## src/sv/wsfp_pkg.sv

```systemverilog
// wsfp_pkg: shared types for the websocket frame parser
// no dependencies; used by wsfp_core, wsfp_skid and websocket_frame_parser
`default_nettype none

package wsfp_pkg;

  localparam int unsigned LenW  = 64;
  localparam int unsigned ByteW = 8;

  // one parse result, produced for every accepted stream byte
  typedef struct packed {
    logic             fin;
    logic [2:0]       rsv_bits;
    logic [3:0]       opcode;
    logic             masked;
    logic [LenW-1:0]  payload_length;
    logic             header_ready;
    logic             payload_valid;
    logic [ByteW-1:0] payload_byte;
    logic [LenW-1:0]  payload_offset;
    logic             frame_done;
  } result_t;

endpackage

`default_nettype wire

```

## src/sv/wsfp_core.sv

```systemverilog
// wsfp_core: header parse state and per-byte result logic
// depends on wsfp_pkg
`default_nettype none

module wsfp_core
  import wsfp_pkg::*;
(
  input  wire logic             clk_i,
  input  wire logic             rst_ni,
  input  wire logic             fire_i,
  input  wire logic [ByteW-1:0] data_byte_i,
  output result_t               res_o
);

  typedef enum logic [2:0] {
    PH_HDR1,
    PH_HDR2,
    PH_LEN2,
    PH_LEN8,
    PH_KEY,
    PH_PAYLOAD
  } phase_e;

  localparam logic [6:0] Len7Max = 7'd125;
  localparam logic [6:0] Len7Ext16 = 7'd126;
  localparam logic [3:0] Len2Bytes = 4'd2;
  localparam logic [3:0] Len8Bytes = 4'd8;
  localparam logic [3:0] KeyBytes = 4'd4;

  phase_e          phase_q, phase_d, phase_nx;
  logic            fin_q, fin_d;
  logic [2:0]      rsv_q, rsv_d;
  logic [3:0]      opc_q, opc_d;
  logic            mask_q, mask_d;
  logic [LenW-1:0] len_q, len_d;
  logic [LenW-1:0] rcv_q, rcv_d, rcv_nx;
  logic [31:0]     key_q, key_d;
  logic [3:0]      cnt_q, cnt_d;
  logic [3:0]      cnt_inc;
  logic [6:0]      len7;
  logic [ByteW-1:0] key_byte;
  logic            ready, pvalid, done;

  assign cnt_inc = cnt_q + 4'd1;
  assign len7    = data_byte_i[6:0];
  assign rcv_nx  = rcv_q + LenW'(1);

  always_comb begin
    case (rcv_q[1:0])
      2'd0:    key_byte = key_q[31:24];
      2'd1:    key_byte = key_q[23:16];
      2'd2:    key_byte = key_q[15:8];
      default: key_byte = key_q[7:0];
    endcase
  end

  always_comb begin
    phase_nx = phase_q;
    fin_d    = fin_q;
    rsv_d    = rsv_q;
    opc_d    = opc_q;
    mask_d   = mask_q;
    len_d    = len_q;
    rcv_d    = rcv_q;
    key_d    = key_q;
    cnt_d    = cnt_q;
    ready    = 1'b0;
    pvalid   = 1'b0;
    done     = 1'b0;
    res_o    = '0;

    case (phase_q)
      PH_HDR1: begin
        fin_d    = data_byte_i[7];
        rsv_d    = data_byte_i[6:4];
        opc_d    = data_byte_i[3:0];
        phase_nx = PH_HDR2;
      end
      PH_HDR2: begin
        mask_d = data_byte_i[7];
        rcv_d  = '0;
        cnt_d  = '0;
        if (len7 <= Len7Max) begin
          len_d = LenW'(len7);
          if (data_byte_i[7]) begin
            phase_nx = PH_KEY;
          end else begin
            ready    = 1'b1;
            phase_nx = PH_PAYLOAD;
            done     = (len7 == 7'd0);
          end
        end else begin
          len_d    = '0;
          phase_nx = (len7 == Len7Ext16) ? PH_LEN2 : PH_LEN8;
        end
      end
      PH_LEN2, PH_LEN8: begin
        len_d = {len_q[LenW-ByteW-1:0], data_byte_i};
        cnt_d = cnt_inc;
        if (cnt_inc == ((phase_q == PH_LEN2) ? Len2Bytes : Len8Bytes)) begin
          cnt_d = '0;
          if (mask_q) begin
            phase_nx = PH_KEY;
          end else begin
            ready    = 1'b1;
            phase_nx = PH_PAYLOAD;
            done     = (len_d == '0);
          end
        end
      end
      PH_KEY: begin
        key_d = {key_q[23:0], data_byte_i};
        cnt_d = cnt_inc;
        if (cnt_inc >= KeyBytes) begin
          cnt_d    = '0;
          ready    = 1'b1;
          phase_nx = PH_PAYLOAD;
          done     = (len_q == '0);
        end
      end
      PH_PAYLOAD: begin
        pvalid             = 1'b1;
        res_o.payload_offset = rcv_q;
        res_o.payload_byte = mask_q ? (data_byte_i ^ key_byte) : data_byte_i;
        rcv_d              = rcv_nx;
        done               = (rcv_nx >= len_q);
      end
      default: begin
        phase_nx = PH_HDR1;
      end
    endcase

    res_o.fin            = fin_d;
    res_o.rsv_bits       = rsv_d;
    res_o.opcode         = opc_d;
    res_o.masked         = mask_d;
    res_o.payload_length = len_d;
    res_o.header_ready   = ready;
    res_o.payload_valid  = pvalid;
    res_o.frame_done     = done;

    // frame end returns every field to its idle value
    phase_d = phase_nx;
    if (done) begin
      phase_d = PH_HDR1;
      fin_d   = 1'b0;
      rsv_d   = '0;
      opc_d   = '0;
      mask_d  = 1'b0;
      len_d   = '0;
      rcv_d   = '0;
      key_d   = '0;
      cnt_d   = '0;
    end
  end

  always_ff @(posedge clk_i or negedge rst_ni) begin
    if (!rst_ni) begin
      phase_q <= PH_HDR1;
      fin_q   <= 1'b0;
      rsv_q   <= '0;
      opc_q   <= '0;
      mask_q  <= 1'b0;
      len_q   <= '0;
      rcv_q   <= '0;
      key_q   <= '0;
      cnt_q   <= '0;
    end else if (fire_i) begin
      phase_q <= phase_d;
      fin_q   <= fin_d;
      rsv_q   <= rsv_d;
      opc_q   <= opc_d;
      mask_q  <= mask_d;
      len_q   <= len_d;
      rcv_q   <= rcv_d;
      key_q   <= key_d;
      cnt_q   <= cnt_d;
    end
  end

endmodule

`default_nettype wire

```

## src/sv/wsfp_skid.sv

```systemverilog
// wsfp_skid: output register with one skid entry for parse results
// depends on wsfp_pkg
`default_nettype none

module wsfp_skid
  import wsfp_pkg::*;
(
  input  wire logic    clk_i,
  input  wire logic    rst_ni,
  input  wire logic    valid_i,
  output logic         stall_o,
  input  wire result_t data_i,
  output logic         valid_o,
  input  wire logic    stall_i,
  output result_t      data_o
);

  logic    out_vld_q, skid_vld_q;
  result_t out_q, skid_q;
  logic    accept, out_free;

  assign stall_o  = skid_vld_q;
  assign accept   = valid_i && !skid_vld_q;
  assign out_free = !out_vld_q || !stall_i;
  assign valid_o  = out_vld_q;
  assign data_o   = out_q;

  always_ff @(posedge clk_i or negedge rst_ni) begin
    if (!rst_ni) begin
      out_vld_q  <= 1'b0;
      skid_vld_q <= 1'b0;
    end else if (out_free) begin
      if (skid_vld_q) begin
        out_vld_q  <= 1'b1;
        skid_vld_q <= 1'b0;
      end else begin
        out_vld_q <= accept;
      end
    end else if (accept) begin
      skid_vld_q <= 1'b1;
    end
  end

  always_ff @(posedge clk_i) begin
    if (out_free) begin
      if (skid_vld_q) begin
        out_q <= skid_q;
      end else if (accept) begin
        out_q <= data_i;
      end
    end else if (accept) begin
      skid_q <= data_i;
    end
  end

endmodule

`default_nettype wire

```

## src/sv/websocket_frame_parser.sv

```systemverilog
// websocket_frame_parser: top level of the websocket receive-side frame parser
// depends on wsfp_pkg, wsfp_core and wsfp_skid
`default_nettype none

// Takes one stream byte per request and returns exactly one result request
// per byte. Header bytes (first byte, length byte, 2 or 8 big-endian length
// bytes, 4 key bytes when masked) update fin/rsv_bits/opcode/masked/
// payload_length; header_ready pulses on the byte that completes the header.
// Payload bytes come out unmasked with their offset; frame_done marks the
// last byte of a frame (or the header-completing byte of an empty frame).
// Headers are not checked. Rate: one byte per clock while in_stall_o is
// low; each result is registered in the output register, or in the skid
// entry while the output side stalls. The parse state is updated when a byte
// is taken; a one-entry skid takes one more byte when the output side stalls.
module websocket_frame_parser
  import wsfp_pkg::*;
(
  input  wire logic              clk_i,
  input  wire logic              rst_ni,
  input  wire logic              in_valid_i,
  output logic                   in_stall_o,
  input  wire logic [ByteW-1:0]  data_byte_i,
  output logic                   out_valid_o,
  input  wire logic              out_stall_i,
  output logic                   fin_o,
  output logic [2:0]             rsv_bits_o,
  output logic [3:0]             opcode_o,
  output logic                   masked_o,
  output logic [LenW-1:0]        payload_length_o,
  output logic                   header_ready_o,
  output logic                   payload_valid_o,
  output logic [ByteW-1:0]       payload_byte_o,
  output logic [LenW-1:0]        payload_offset_o,
  output logic                   frame_done_o
);

  logic    in_fire;
  result_t res_now, res_out;

  // a byte is taken whenever it is offered and the skid entry is free
  assign in_fire = in_valid_i && !in_stall_o;

  wsfp_core u_core (
    .clk_i       (clk_i),
    .rst_ni      (rst_ni),
    .fire_i      (in_fire),
    .data_byte_i (data_byte_i),
    .res_o       (res_now)
  );

  wsfp_skid u_skid (
    .clk_i   (clk_i),
    .rst_ni  (rst_ni),
    .valid_i (in_valid_i),
    .stall_o (in_stall_o),
    .data_i  (res_now),
    .valid_o (out_valid_o),
    .stall_i (out_stall_i),
    .data_o  (res_out)
  );

  // unpack the result register onto the ports
  assign fin_o            = res_out.fin;
  assign rsv_bits_o       = res_out.rsv_bits;
  assign opcode_o         = res_out.opcode;
  assign masked_o         = res_out.masked;
  assign payload_length_o = res_out.payload_length;
  assign header_ready_o   = res_out.header_ready;
  assign payload_valid_o  = res_out.payload_valid;
  assign payload_byte_o   = res_out.payload_byte;
  assign payload_offset_o = res_out.payload_offset;
  assign frame_done_o     = res_out.frame_done;

  // skid entry only fills behind a held output
  a_skid_behind_out: assert property (@(posedge clk_i) disable iff (!rst_ni)
    in_stall_o |-> out_valid_o)
    else $error("skid entry full while output register empty");

  // a payload byte never completes a header
  a_payload_not_header: assert property (@(posedge clk_i) disable iff (!rst_ni)
    (out_valid_o && payload_valid_o) |-> !header_ready_o)
    else $error("payload byte flagged as header end");

  // the last payload byte sits at offset length-1
  a_last_offset: assert property (@(posedge clk_i) disable iff (!rst_ni)
    (out_valid_o && payload_valid_o && frame_done_o)
      |-> (LenW'(payload_offset_o + LenW'(1)) == payload_length_o))
    else $error("frame ended at wrong payload offset");

  // a held result stays valid and keeps its payload offset
  a_hold: assert property (@(posedge clk_i) disable iff (!rst_ni)
    (out_valid_o && out_stall_i) |=> (out_valid_o && $stable(payload_offset_o)))
    else $error("stalled result changed");

endmodule

`default_nettype wire
```

## config.mk

```make
export PLATFORM = sky130hd
export DESIGN_NAME = websocket_frame_parser
export DESIGN_NICKNAME = d
export VERILOG_FILES = /design/src/sv/wsfp_pkg.sv /design/src/sv/wsfp_core.sv /design/src/sv/wsfp_skid.sv /design/src/sv/websocket_frame_parser.sv
export SDC_FILE = /design/constraint.sdc
export NUM_CORES = 1
export LEC_CHECK = 0
export BUFFER_PORTS_ARGS = -buffer_cell sky130_fd_sc_hd__clkbuf_2
export CAP_MARGIN = 5
export CORE_MARGIN = 2
export CORE_UTILIZATION = 48
export DETAILED_ROUTE_END_ITERATION = 7
export GPL_ROUTABILITY_DRIVEN = 1
export GPL_TIMING_DRIVEN = 0
export PLACE_DENSITY = 0.66
export SYNTH_ARGS = -nofsm -noshare
export SYNTH_HDL_FRONTEND = slang
export SYNTH_HIERARCHICAL = 1
export SYNTH_SLANG_ARGS = --single-unit
```

## constraint.sdc

```tcl
create_clock -name clk_i -period 11.05 [get_ports clk_i]
set_input_delay 2.21 -clock clk_i [delete_from_list [all_inputs] [get_ports clk_i]]
set_output_delay 2.21 -clock clk_i [all_outputs]
set_load 0.02 [all_outputs]
```

Word-level counts from Yosys, hierarchy flattened:

Index checks and enable logic that the tools add are counted.
W data, S select, Z words.

* register bits after elaboration: 474
* input port bits: 12
* word-level logic and storage cells: 121

* $add $sub $neg: 2
* magnitude comparators: 3
* eq/ne operators: 12
* muxes and demuxes: 49
* bitwise logic cells: 2
* reductions and logical operators: 22

Operators with widths (count)
* $mux W148: 2
* $pmux W64 S2: 2
* $logic_not A64 Y1: 2
* $mux W64: 2
* $mux W72: 1
* $add A64 B1 Y64 const B: 1
* $ge A64 B64 Y1: 1
* $mux W32: 2
* $mux W4: 6
* $pmux W8 S3: 1
* $mux W1: 21
* $mux W3: 6
* $pmux W3 S5: 1
* $pmux W4 S3: 1
* $reduce_and A2 Y1: 5
* $mux W8: 1
* $xor A8 B8 Y8: 1
* $eq A7 B7 Y1 const B: 1
* $le A7 B7 Y1 const B: 1
* $logic_not A7 Y1: 1
* $mux W7: 1
* $eq A3 B2 Y1 const B: 2
* $eq A3 B3 Y1 const B: 2
* $ne A3 B1 Y1 const B: 2
* other kinds (20): 24

Logic depth before layout (Yosys ltp):

* word-level depth: 7
* mapped depth: 21

By module:

Netlist, hierarchy kept.

By module, submodules not included
* wsfp_core: times used 1, cells each 1360, area an instance 11787.6 µm², sequential area each 4404.2 µm²
* wsfp_skid: times used 1, cells each 467, area an instance 11075.6 µm², sequential area each 8938.6 µm²
* websocket_frame_parser: times used 1, cells each 1, area an instance 13.8 µm², sequential area each 0.0 µm²

Worst setup path before layout:

Ideal clock, no wire load.

* path kind: input-to-reg
* start point: input port out_stall_i
* end point: register u_skid.out_q, in the netlist u_skid/data_o[0] (enable)
* arrival: 9760 ps
* path slack: 563 ps
* cell stages on the path: 1
* path buffers: 0
* cells stage by stage: a2bb2oi_1

* word-level cells in the longest chain between the ends: 3

Ends and longest elaborated chain
* start: declaration: line websocket_frame_parser.sv:24 `input wire logic out_stall_i,`
* $logic_not A1 Y1: line wsfp_skid.sv:24 `assign out_free = !out_vld_q || !stall_i;`
* $logic_or A1 B1 Y1: line wsfp_skid.sv:24
* $reduce_and A2 Y1 (no line)
* end signal: assignment: line wsfp_skid.sv:47 `out_q <= skid_q;`
* end signal: assignment: line wsfp_skid.sv:49 `out_q <= data_i;`
* end: declaration: line wsfp_skid.sv:19 `result_t out_q, skid_q;`

Every way passes these cells.
A chain may end at the register's enable or synchronous reset.

Worst setup path after layout:

* start point: register u_core.rcv_q[0]
* end point: register u_skid.out_q, in the netlist u_skid/data_o[0], data pin

* word-level cells in the longest chain between the ends: 5

Ends and longest elaborated chain
* start: declaration: line wsfp_core.sv:36 `logic [LenW-1:0] rcv_q, rcv_d, rcv_nx;`
* start signal: assignment: line wsfp_core.sv:175 `rcv_q <= rcv_d;`
* $add A64 B1 Y64: line wsfp_core.sv:46 `assign rcv_nx = rcv_q + LenW'(1);`
* $ge A64 B64 Y1: line wsfp_core.sv:126 `done = (rcv_nx >= len_q);`
* $pmux W1 S4: line wsfp_core.sv:72 `case (phase_q)`
* named net u_core.done: line wsfp_core.sv:42 `logic ready, pvalid, done;`
* $mux W148: line wsfp_skid.sv:48 `end else if (accept) begin`
* $mux W148: line wsfp_skid.sv:46 `if (skid_vld_q) begin`

The timed path passes the listed nets, and every way through them passes these cells. The select of a mux whose other input is x is not followed.

==> impl_metrics.env <==
export IMPL_run_status="completed"
export IMPL_overflow=0
export IMPL_finalNetCount=2129
export IMPL_clk_latency_ns=0.59
export IMPL_ioPinCount=162
export IMPL_finalCritPeriodShare=0.6620
export IMPL_place_congestion=0.9034
export IMPL_initial_core_util=0.4893
export IMPL_startpoint_type="flip-flop"
export IMPL_die_area_um2=49420
export IMPL_setup_violations=0
export IMPL_ant_nets=0
export IMPL_io_buffers=160
export IMPL_worstSetupPathType="reg2reg"
export IMPL_rsz0062_at_grt="no"
export IMPL_crit_fanout=10
export IMPL_met3_usage=0.04033
export IMPL_grt_pass1_wl_um=90710
export IMPL_cts_sinks=474
export IMPL_slowest_stage="nor3_1"
export IMPL_htree_levels=2
export IMPL_grtUsageMet1=0.3228
export IMPL_setup_ws_ns=3.735
export IMPL_vdd_drop_max_mv=0.1314
export IMPL_tns_ns=0
export IMPL_synth_seq_cells=474
export IMPL_core_um2=46750
export IMPL_whs_ns=0.4871
export IMPL_postSynthCellCount=1828
export IMPL_powerDensity_nw_per_um2=220.6
export IMPL_drt_total_wl_um=59310
export IMPL_syn_to_final_growth_pct=15.11
export IMPL_grt_max_degree=114
export IMPL_post_place_cells=2602
export IMPL_instances_no_fill=2696
export IMPL_worstRegToRegCells=21
export IMPL_synth_async_reset_ratio=0.3755
export IMPL_worstSetupEndpointType="flip-flop"
export IMPL_synth_edf_count=296
export IMPL_arrival_ns=7.66
export IMPL_netlist_area_um2=22880
export IMPL_hold_path_class="reg2reg"
export IMPL_drc=0
export IMPL_post_cts_setup_buffer_count=0
export IMPL_vias_per_cell=5.767
export IMPL_row_count=79
export IMPL_drv_slew=0
export IMPL_routedWlPerCell_um=22.00
export IMPL_first_iter_violations=1544
export IMPL_critPathBufInv=4
export IMPL_worstPathRequired_ns=11.39
export IMPL_hold_violations=0
export IMPL_globalRouteMet2Util=0.3864
export IMPL_place_detailed_hpwl_um=42810
export IMPL_crit_cells=21
export IMPL_antenna_found_initial=0
export IMPL_synth_seq_area_share=0.5832
export IMPL_dr_pass1_iters=7
export IMPL_path_cells="ha_1 -> nand3_1 -> nor3_1 -> and3_1 -> nand4_1 -> or2_2 -> clkbuf_1 -> nor2_1 -> xor2_1 -> ha_1 -> nand4_1 -> nor4_1 -> nand4_1 -> a311oi_1 -> nor4_2 -> a21o_1 -> clkbuf_1 -> clkbuf_1 -> nand2_1 -> buf_4 -> mux2_2"
export IMPL_drive_above_1_share=0.2116
export IMPL_clkTransAtPathRegs_ns=0.06
export IMPL_slowest_delay_ns=0.76
export IMPL_cap_violations=0
export IMPL_p_leak_uw=0.01087
export IMPL_syn_nets=1910
export IMPL_die_y_um=222.3
export IMPL_postCtsHoldBufs=0
export IMPL_pre_cts_ws_ns=3.954
export IMPL_grt_total_usage=0.2380
export IMPL_vias=15550
export IMPL_grt_pass1_vias=15290
export IMPL_yosys_warnings=6
export IMPL_finClkSkew_ns=0.01369
export IMPL_fmax_ghz=0.1367
export IMPL_slew_headroom=0.2135
export IMPL_cts_tree="built"
export IMPL_cts_resized=0
export IMPL_syn_avg_cell_area_um2=12.51
export IMPL_diodes=0
export IMPL_cts_buffer_depth=3
export IMPL_synthDistinctLibCells=67
export IMPL_die_w_um=222.3
export IMPL_period_minus_slack_ns=7.315
export IMPL_busiest_layer="met2"
export IMPL_cts_made_buffers=50
export IMPL_root_buffer="clkbuf_16"
export IMPL_crit_family="simple AND/OR/NAND/NOR gates"
export IMPL_ys_flop_type="edfxtp_1"
export IMPL_worst_slew_pin_slew_ns=1.171
export IMPL_holdPathStages=1
[worst reg2reg max path: stages (launching register included)]
cell	delay [ns]
dfrtp_1	0.58
ha_1	0.33
nand3_1	0.18
nor3_1	0.76
and3_1	0.42
nand4_1	0.24
or2_2	0.35
clkbuf_1	0.22
nor2_1	0.23
xor2_1	0.33
ha_1	0.32
nand4_1	0.13
nor4_1	0.10
nand4_1	0.17
a311oi_1	0.10
nor4_2	0.71
a21o_1	0.22
clkbuf_1	0.59
clkbuf_1	0.51
nand2_1	0.17
buf_4	0.18
mux2_2	0.25
[registers in the layout, summed over array words and instances, names as in the netlist]
signal	flops
u_skid/stall_o	1
u_core/fin_q	1
u_core/rsv_q	3
u_core/mask_q	1
u_skid/data_o	148
u_core/phase_q	3
u_core/cnt_q	4
u_core/key_q	32
u_core/opc_q	4
u_core/len_q	64
u_skid/valid_o	1
u_core/rcv_q	64
u_skid/skid_q	148
[stage by stage]
| stage | total power (uW) | instance area [um2] | util |
|---|---|---|---|
| 2_1_floorplan | 3496 | 22880 | - |
| 3_3_place_gp | 4047 | 24440 | 0.5227 |
| 3_5_place_dp | 4081 | 24630 | 0.5268 |
| 4_1_cts | 5826 | 26330 | 0.5632 |
| 5_1_grt | 6077 | 26330 | 0.5632 |
| 6_report | 5809 | 26330 | 0.5632 |
[Yosys cell counts (5+ instances only)]
cell type / n / area [um2]
edfxtp_1: 296 / 8889
nand2_1: 217 / 814.5
dfrtp_1: 178 / 4454
o21ai_0: 92 / 460.4
inv_1: 85 / 319.1
mux2_2: 81 / 912.1
mux2_4: 76 / 1141
clkbuf_1: 72 / 270.3
a22o_1: 71 / 621.9
ha_1: 70 / 875.8
nor2_1: 69 / 259.0
mux2i_1: 66 / 660.6
and2_1: 51 / 319.1
a21oi_1: 39 / 195.2
xnor2_1: 39 / 341.6
nand4_1: 38 / 237.7
xor2_1: 34 / 297.8
nand3_1: 24 / 120.1
nor4_1: 22 / 137.6
nor3_1: 20 / 100.1
and3_1: 18 / 112.6
buf_2: 15 / 75.07
o31ai_1: 13 / 97.59
a21o_1: 12 / 90.09
buf_6: 12 / 135.1
o21ai_1: 11 / 55.05
o21bai_1: 10 / 75.07
or3_1: 10 / 62.56
a32o_1: 9 / 90.09
a222oi_1: 8 / 80.08
and4_1: 8 / 70.07
a2bb2oi_1: 6 / 52.55
nand2b_1: 5 / 31.28
[cells in the final DEF (no fill, tap or decap), drive strengths merged, types with 52 or more instances in the layout]
| master | synthesis | final |
|---|---|---|
| clkbuf | 72 | 303 |
| edfxtp | 296 | 296 |
| nand2 | 217 | 217 |
| dfrtp | 178 | 178 |
| mux2 | 157 | 157 |
| o21ai | 103 | 103 |
| inv | 85 | 87 |
| a22o | 71 | 71 |
| ha | 70 | 70 |
| nor2 | 69 | 69 |
| mux2i | 66 | 66 |
| and2 | 52 | 52 |
[final cells by class]
class | instances | area (um2)
buffer | 103 | 506.7
clock buffer | 71 | 1454
clock inverter | 23 | 249.0
fill | 3867 | 20420
inverter | 86 | 322.8
multi-input combinational | 1165 | 8726
sequential | 474 | 13340
tap | 607 | 759.5
timing repair buffer | 167 | 972.2
[where the power goes]
group / total [uW] / leakage [uW] / switching [uW] / internal [uW]
clock network: 1730 / 0.000826 / 698 / 1030
logic: 1720 / 0.00481 / 1110 / 606
registers: 2360 / 0.00523 / 151 / 2210
[metal layers]
metal | wire length, um | vias to the layer above
met5 | 0 | -
met3 | 3687 | 110
met1 | 25410 | 7720
li1 | - | 7133
met4 | 1815 | 0
met2 | 28400 | 585
[cells by family after synthesis]
family | count (synthesis) | share of synthesized area
simple gates | 503 | 0.1074
xor+xnor | 73 | 0.02795
flops | 474 | 0.5832
mux | 223 | 0.1186
compound gates | 296 | 0.08822
buf+inv | 189 | 0.03626
fa+ha+maj | 70 | 0.03828
[path summary, 6_finish.rpt]
path                            startpoint          endpoint  slack [ns]
max                        u_core/rcv_q[0]  u_skid/data_o[0]        3.74
min                        u_core/opc_q[2]   u_core/opc_q[2]        0.49
max reg2reg                u_core/rcv_q[0]  u_skid/data_o[0]        3.74
min reg2reg                u_core/opc_q[2]   u_core/opc_q[2]        0.49
max in group asynchronous           rst_ni  u_core/len_q[40]        8.40
min in group asynchronous           rst_ni  u_core/rcv_q[59]        1.64
Power figures use the tool's default switching activity.
